<file path="src/hdl/smbt_mac.sv">
// Shared multiply-accumulate unit: acc = clear ? a*b : acc + a*b.
// Depends on nothing.
`default_nettype none
module smbt_mac (
	input  wire logic               clk,
	input  wire logic               en,
	input  wire logic               clear,
	input  wire logic signed [31:0] a,
	input  wire logic signed [16:0] b,
	output logic signed [47:0]      acc_q
);
	logic signed [47:0] prod;
	assign prod = 48'(a) * 48'(b);
	always_ff @(posedge clk) begin
		if (en) acc_q <= clear ? prod : acc_q + prod;
	end
endmodule
`default_nettype wire

</file>
<file path="config.mk">
export PLATFORM = sky130hd
export DESIGN_NAME = smbt_mac
export DESIGN_NICKNAME = d
export VERILOG_FILES = /design/src/hdl/smbt_mac.sv
export SDC_FILE = /design/constraint.sdc
export NUM_CORES = 2
export LEC_CHECK = 0
export BUFFER_PORTS_ARGS = -buffer_cell sky130_fd_sc_hd__buf_2
export CORE_ASPECT_RATIO = 1.75
export CORE_MARGIN = 5
export CORE_UTILIZATION = 35
export DETAILED_ROUTE_END_ITERATION = 6
export HOLD_SLACK_MARGIN = 0.06
export MAX_ROUTING_LAYER = met4
export PLACE_DENSITY = 0.5
export SYNTH_ARGS = -nofsm -noshare
export SYNTH_HDL_FRONTEND = slang
export SYNTH_SLANG_ARGS = --single-unit
</file>
<file path="constraint.sdc">
create_clock -name clk -period 9.1 [get_ports clk]
set_input_delay 0.455 -clock clk [delete_from_list [all_inputs] [get_ports clk]]
set_output_delay 0.455 -clock clk [all_outputs]
set_load 0.01 [all_outputs]
</file>
==> results.json <==
{
  "drc": 0,
  "yosys.area.top_type": "fa_1",
  "hold_buffers": 0,
  "io_pins": 100,
  "start_kind": "input port",
  "relSlewSlack_pct": 51.86,
  "synthCells": 2589,
  "routabilityCongestion": 0.8999,
  "async_flop_share_pct": 0,
  "placementRows": 124,
  "hpwlAfterDp_um": 56720,
  "synth.most_common_cell": "inv_1",
  "cts_sinks": 48,
  "crit_path_frequent_cell": "fa_1",
  "post-synth-top-area-fraction_pct": 45.02,
  "wl_per_cell_um": 18.69,
  "max_stage_delay_ps": 560,
  "run_status": "completed",
  "endpoint_kind": "register",
  "setup_viol": 0,
  "slowest_stage": "fa_1",
  "whs_endpoint": "acc_q[0]$_DFFE_PP_",
  "r2r-end": "acc_q[44]$_DFFE_PP_",
  "ys_top_cells_by_area": "fa_1 (45%), inv_1 (9.7%), ha_1 (8.9%), edfxtp_1 (6.3%), and2_1 (6.1%)",
  "start_util_pct": 35.21,
  "ys_warn_count": 0,
  "clock_path_buffers": 2,
  "syn_to_final_growth_pct": 9.155,
  "cp_max_fo": 22,
  "clk_pin_slew_ps": 80,
  "synth-seq-cells": 48,
  "post-cts-setup-buffers": 0,
  "cp_num_cells": 35,
  "grt.overflow.total": 0,
  "grt_first_pass_wirelength_um": 107600,
  "crit_family": "adder cells",
  "slew_viol_final": 0,
  "postRouteAntennaNets": 0,
  "final_nets": 3418,
  "antenna_found_initial": 2,
  "fin_crit_ps": 8555,
  "synth-seq-area-share_pct": 6.282,
  "hold_class": "reg2reg",
  "yosysUniqueCellTypes": 59,
  "top_register": "acc_q",
  "totalWireLength_um": 65550,
  "fillers": 6710,
  "rsz0062_at_grt": "false",
  "hold_depth": 2,
  "netlist_top_cells_count": "inv_1 (592), fa_1 (516), nand2_1 (365)",
  "ys.flop_type": "edfxtp_1",
  "largest_reg_flops": 48,
  "worstMarginPinSlew_ps": 722.1,
  "min_from": "acc_q[0]$_DFFE_PP_",
  "arrival_ps": 8600,
  "cts_resized": 0,
  "clock_skew_ps": 9.055,
  "die_y_um": 348.7,
  "fp.dieW_um": 203.6,
  "first_iter_violations": 795,
  "portBuffers": 99,
  "cts_tree": "done",
  "avgViaCountPerCell": 4.980,
  "synth_edf_count": 48,
  "syn_area_um2": 22950,
  "drt-pass1-iter-count": 5,
  "grt_max_degree": 56,
  "finalHoldViolCount": 0,
  "cts_buffers": 5,
  "largestRegisters": "acc_q (48)",
  "vias": 17471,
  "crit_type": "in2reg",
  "syn_area_per_cell_um2": 8.863,
  "maxCapViolCount": 0,
  "grt_pass1_vias": 19781,
  "post-route-period-util_pct": 94.02,
  "r2r_slack_ps": 5340,
  "die_area_um2": 70980,
  "clock_latency_ps": 310,
  "drive_gt1_share_pct": 8.482,
  "crit_buf_inv": 8,
  "core_um2": 65160,
  "synth_fp_nets": 3320,
  "postLayoutCoreUtil_pct": 38.44,
  "setup_tns_ps": 0,
  "crit_required_ps": 9140,
  "clk_root_buffer_cell": "clkbuf_16",
  "fmax_mhz": 116.9,
  "r2r_cells": 14,
  "reg2reg_from": "acc_q[0]$_DFFE_PP_",
  "grt_util_all_layers_pct": 19.56,
  "h-tree-depth": 2
}
-- cells by family after synthesis --
group,after synthesis,share of synthesized area [%]
multiplexers,12,0.5780
buffers and inverters,694,11.35
flip-flops,48,6.282
AO/OA/AOI/OAI,302,8.534
XOR/XNOR,94,3.588
AND/OR/NAND/NOR,760,15.76
adder cells (fa/ha/maj),679,53.91
-- worst max-delay path by stage --
| stage | from | endpoint | slack (ps) |
|---|---|---|---|
| after floorplan | a[24] | acc_q[45]$_DFFE_PP_ | 880 |
| after global routing | b[2] | acc_q[41]$_DFFE_PP_ | 30 |
| after global placement | b[4] | acc_q[44]$_DFFE_PP_ | 130 |
| final | b[2] | acc_q[45]$_DFFE_PP_ | 540 |
| after CTS | b[4] | acc_q[44]$_DFFE_PP_ | 310 |
| after detailed placement | b[4] | acc_q[44]$_DFFE_PP_ | 30 |
-- layout by cell type, fill, tap and decap left out, drive strengths merged, types with 5 or more instances in the layout --
cell type	n
a221o	5
inv	593
a21o	51
nand2	365
nor3	16
clkbuf	9
mux2	10
nor2b	13
buf	188
ha	163
xnor2	58
xor2	36
fa	516
o21ai	68
o21a	15
nand2b	17
a21oi	99
and3	11
o21bai	8
a211oi	7
nand4	7
nand3	21
nor2	76
edfxtp	48
o31ai	6
and2	223
a31oi	11
-- worst min-delay path: stages, from the launching register on --
cell and delay (ps):
edfxtp_1 350, ha_1 130, mux2_2 130
-- layer usage --
layer  part of all wire [%]  GRT usage [%]  vias to the layer above
li1                       -              -                     7990
met1                     39          22.69                     9013
met2                     55          36.49                      356
met3                    2.5          1.049                      112
met4                    3.4          5.717                        0
met5                      0              -                        -
-- through the flow --
stage,hold slack [ps],instance area [um^2],setup WS (ps),instances
after CTS,712.9,25020,313.1,3507
after detailed placement,693.1,24820,29.77,3499
after floorplan,567.5,22950,881.3,2589
final,713.1,25050,544.6,3508
after global placement,680.3,24820,126.0,3499
after global routing,755.9,25050,31.41,3508
-- final cells by class --
cell class                 instances  area (um^2)  area share [%]
sequential                        48         1441           5.755
multi-input combinational       1847        18920           75.53
timing repair buffer             192         1241           4.956
clock inverter                     3        68.82          0.2748
antenna                            1        2.502        0.009991
clock buffer                       5        125.1          0.4996
tap                              819         1025           4.091
inverter                         593         2226           8.887
Power is not shown: default switching activity piles up to over one toggle a cycle in this logic, so the estimate is an artifact.
