<file path="src/hdl/smbt_pkg.sv">
// Package for the sigmoid MLP backprop trainer: widths, sigmoid table, codes.
// No dependencies.
`default_nettype none
package smbt_pkg;
	localparam int VocabSize  = 4;
	localparam int HiddenSize = 2;
	localparam int WordW  = 2;
	localparam int ActW   = 13;
	localparam int EtaW   = 13;
	localparam int WgtW   = 16;
	localparam logic [EtaW-1:0] EtaReset = 13'd410;
	localparam logic signed [WgtW-1:0] WgtReset = 16'sd4096;

	typedef enum logic [3:0] {
		ST_IDLE, ST_HID, ST_OUT_ACC, ST_OUT_SIG, ST_EMIT,
		ST_WO_UPD, ST_BE_ACC, ST_WI_UPD
	} state_t;

	typedef enum logic [0:0] {
		REG_LEARNING_RATE = 1'b0
	} reg_idx_t;

	// sigmoid table at 0, 0.5, ... 8.0, scaled by 4096
	function automatic logic [11:0] sig_tab(input logic [4:0] i);
		logic [11:0] v;
		begin
			case (i)
				5'd0: v = 12'd2048;  5'd1: v = 12'd2550;  5'd2: v = 12'd2994;
				5'd3: v = 12'd3349;  5'd4: v = 12'd3608;  5'd5: v = 12'd3785;
				5'd6: v = 12'd3902;  5'd7: v = 12'd3976;  5'd8: v = 12'd4022;
				5'd9: v = 12'd4051;  5'd10: v = 12'd4069; 5'd11: v = 12'd4079;
				5'd12: v = 12'd4086; 5'd13: v = 12'd4090; 5'd14: v = 12'd4092;
				5'd15: v = 12'd4094; default: v = 12'd4095;
			endcase
			sig_tab = v;
		end
	endfunction

	// saturate to Q4.12
	function automatic logic signed [WgtW-1:0] sat_w(input logic signed [47:0] v);
		begin
			if (v > 48'sd32767) sat_w = 16'sh7fff;
			else if (v < -48'sd32768) sat_w = 16'sh8000;
			else sat_w = v[WgtW-1:0];
		end
	endfunction
endpackage
`default_nettype wire

</file>
<file path="src/hdl/smbt_sigmoid.sv">
// Registered sigmoid lookup with linear interpolation.
// Depends on smbt_pkg.
`default_nettype none
module smbt_sigmoid (
	input  wire logic                clk,
	input  wire logic signed [31:0]  x,
	output logic [12:0]              y_s1
);
	logic        neg;
	logic [31:0] a;
	logic [4:0]  i;
	logic [10:0] f;
	logic [11:0] t0, t1;
	logic [22:0] prod;
	logic [12:0] v;

	// interpolate between table points
	always_comb begin
		neg  = x[31];
		a    = neg ? 32'(-x) : 32'(x);
		i    = {1'b0, a[14:11]};
		f    = a[10:0];
		t0   = smbt_pkg::sig_tab(i);
		t1   = smbt_pkg::sig_tab(i + 5'd1);
		prod = 23'(t1 - t0) * 23'(f);
		if (a >= 32'd32768) v = 13'd4095;
		else v = 13'(t0) + 13'(prod >> 11);
		if (neg) v = 13'd4096 - v;
	end

	always_ff @(posedge clk) y_s1 <= v;
endmodule
`default_nettype wire

</file>
<file path="config.mk">
export PLATFORM = sky130hd
export DESIGN_NAME = smbt_sigmoid
export DESIGN_NICKNAME = d
export VERILOG_FILES = /design/src/hdl/smbt_pkg.sv /design/src/hdl/smbt_sigmoid.sv
export SDC_FILE = /design/constraint.sdc
export NUM_CORES = 1
export LEC_CHECK = 0
export BUFFER_PORTS_ARGS = -buffer_cell sky130_fd_sc_hd__buf_2
export CAP_MARGIN = 15
export CORE_MARGIN = 10
export CORE_UTILIZATION = 50
export CTS_CLUSTER_SIZE = 16
export DETAILED_ROUTE_END_ITERATION = 8
export HOLD_SLACK_MARGIN = 0.06
export PLACE_DENSITY = 0.7
export SYNTH_ARGS = -nofsm -noshare
export SYNTH_HDL_FRONTEND = slang
export SYNTH_SLANG_ARGS = --single-unit
</file>
<file path="constraint.sdc">
create_clock -name clk -period 13.1 [get_ports clk]
set_input_delay 0.655 -clock clk [delete_from_list [all_inputs] [get_ports clk]]
set_output_delay 0.655 -clock clk [all_outputs]
set_load 0.1 [all_outputs]
</file>
==> results.cfg <==
[run_status]
status = finished, final reports clean

[cts]
clk_pin_slew_worst_paths_ns = 0.04
numCtsBuffers = 3
cts.sinks = 13
cts_buffer_depth = 2
cts_tree = built
holdBufCountCts = 0
post-cts-setup-buffer-count = 0
root_buffer = clkbuf_16
htreeDepth = 1

[setup_path]
start_kind = input port
cpPeakStageDelay_ns = 0.62
cp.required_ns = 13.23
crit_fanout = 11
crit_top_cell = a21oi_1
crit_slowest_cell = or4_4
end_kind = flip-flop
crit_start = x[6]
worstSetupEndpoint = y_s1[11]
criticalPathCategory = input port to flip-flop
arrival_ns = 12.35

[drt]
via_count = 7073
ant_nets = 0
wire_per_inst_um = 15.8
wl_um = 20300
drc_errors = 0
drt_iter0_drc = 616
dr.pass1.iters = 6
routed_via_density = 5.48

[hold_path]
min_path_type = input port to flip-flop
min_from = x[31]

[floorplan]
initial_core_util_pct = 50.8
rows = 46
ios = 46
fp.dieW_um = 147
design.die.area_um2 = 21500
fp.dieH_um = 147
design.core.area_um2 = 15800

[logic_synthesis]
syn_nets = 1263
syn_inst = 1030
synth_edf_count = 0
synth_top_area_share_pct = 31.7
synth-seq-cells = 13
yosys-top-cells-area = fa_1 32%, ha_1 11%, inv_1 9.2%
synth_top_area_cell = fa_1
ys_warn_count = 0
synthArstFlopShare_pct = 0
synthFlopType = dfxtp_1
avgSynthCellArea_um2 = 7.78
synth_area_um2 = 8020
ys_seq_area_share_pct = 3.25
yosysUniqueCellTypes = 78

[finish]
nets = 1309
n_antenna_cell = 0
largest_register_ffs = 13
fillerInstances = 1536
syn2layout_area_growth_pct = 8.38
top_regs = y_s1 (13)
top_register = y_s1
drive_gt1_share_pct = 9.67
multi_input_area_um2 = 6880
final-seq-area_um2 = 260

[timing]
fmax_ghz = 0.0819
slew_violations = 0
slew-limit-headroom_pct = 31.0
finalHoldViolCount = 0
worst_pin_slew_ns = 1.03
post-route-period-util_pct = 93.3
timing.setup.tns_ns = 0
setup_viol = 0
rsz0062_at_grt = false
period_minus_slack_ns = 12.22

[global_route]
antenna_found_initial = 1
grt_pass1_wl_um = 34900
grt_max_degree = 39
grt_pass1_vias = 7213
overflow = 0
grt_util_all_layers_pct = 19.2

[job]
maxCapViolCount = 0

[place]
io_buffers = 45
gp_congestion = 0.962
dp_hpwl_um = 17400
[Yosys cell counts (10+ instances only)]
master	count
a21o_1	12
a21oi_1	44
and2_1	14
and3_1	10
clkbuf_1	30
dfxtp_1	13
fa_1	127
ha_1	73
inv_1	197
nand2_1	126
nand2b_1	14
nand3_1	21
nor2_1	67
nor2b_1	17
nor3_1	18
o21a_1	10
o21ai_0	48
or3_1	12
xnor2_1	33
xor2_1	21
[cells in the final DEF, fill, tap and decap left out, types with 10 or more instances in the layout]
master and n:
inv_1 197, fa_1 127, nand2_1 126, ha_1 72
nor2_1 67, o21ai_0 48, buf_2 45, a21oi_1 44
xnor2_1 33, buf_4 30, nand3_1 21, xor2_1 20
nor3_1 18, nor2b_1 17, nand2b_1 14, and2_1 14
dfxtp_1 13, or3_1 12, a21o_1 12, and3_1 10
o21a_1 10
[worst max-delay path, delay by kind of cell]
family	cells	cell delay, ns
buffers and inverters	6	0.59
and+or+nand+nor	14	3.60
xor gates and xnor gates	3	0.51
AOI/OAI and AO/OA	16	3.09
adders and majority gates	9	3.88
[worst min-delay path by stage]
stage	to	slack, ns	cells past startpoint
floorplan	y_s1[0]	1.09	4
global placement	y_s1[10]	1.21	1
detailed placement	y_s1[4]	1.21	1
CTS	y_s1[5]	1.00	2
global route	y_s1[5]	1.05	2
finish	y_s1[8]	1.00	2
[cell families (layout without fill, tap and decap cells)]
logic type	count (synthesis)	count (layout)	synth area share (%)
xor+xnor	55	55	6.10
simple gates	346	346	21.2
mux	3	3	0.390
flops	13	13	3.25
fa+ha+maj	200	200	43.1
buf+inv	232	277	11.0
compound gates	181	181	14.9
[layer usage]
metal | wire length, um | track usage (%) | up-vias
li1 | - | - | 3432
met1 | 9140 | 25.6 | 3427
met2 | 10100 | 33.7 | 196
met3 | 956 | 1.98 | 18
met4 | 191 | 2.30 | 0
met5 | 0 | 0 | -
[layout make-up]
type                            count  share of cell area, %
Inverter                          198                   8.56
Tap cell                          216                   3.11
Sequential cell                    13                   3.00
Timing Repair Buffer               75                   5.19
Clock buffer                        4                  0.907
Multi-Input combinational cell    785                   79.2
[timing repair]
item                       in CTS  in global routing
setup endpoints to repair       0                  2
hold endpoints to repair        0                  0
gates resized for setup         0                  3
[metrics by stage]
| step | utilization [%] | hold WS [ns] | setup WS (ns) | std cells | cell area, um^2 |
|---|---|---|---|---|---|
| after CTS | 55.0 | 1.00 | 0.708 | 1291 | 8670 |
| after floorplan | - | 1.09 | 1.48 | 1030 | 8020 |
| after global routing | 55.1 | 1.05 | 0.0776 | 1291 | 8690 |
| final | 55.1 | 1.00 | 0.884 | 1291 | 8690 |
| after global placement | 54.5 | 1.21 | 0.592 | 1287 | 8590 |
| after detailed placement | 54.5 | 1.21 | 0.474 | 1287 | 8590 |
Power is not shown: default switching activity piles up to over one toggle a cycle in this logic, so the estimate is an artifact.
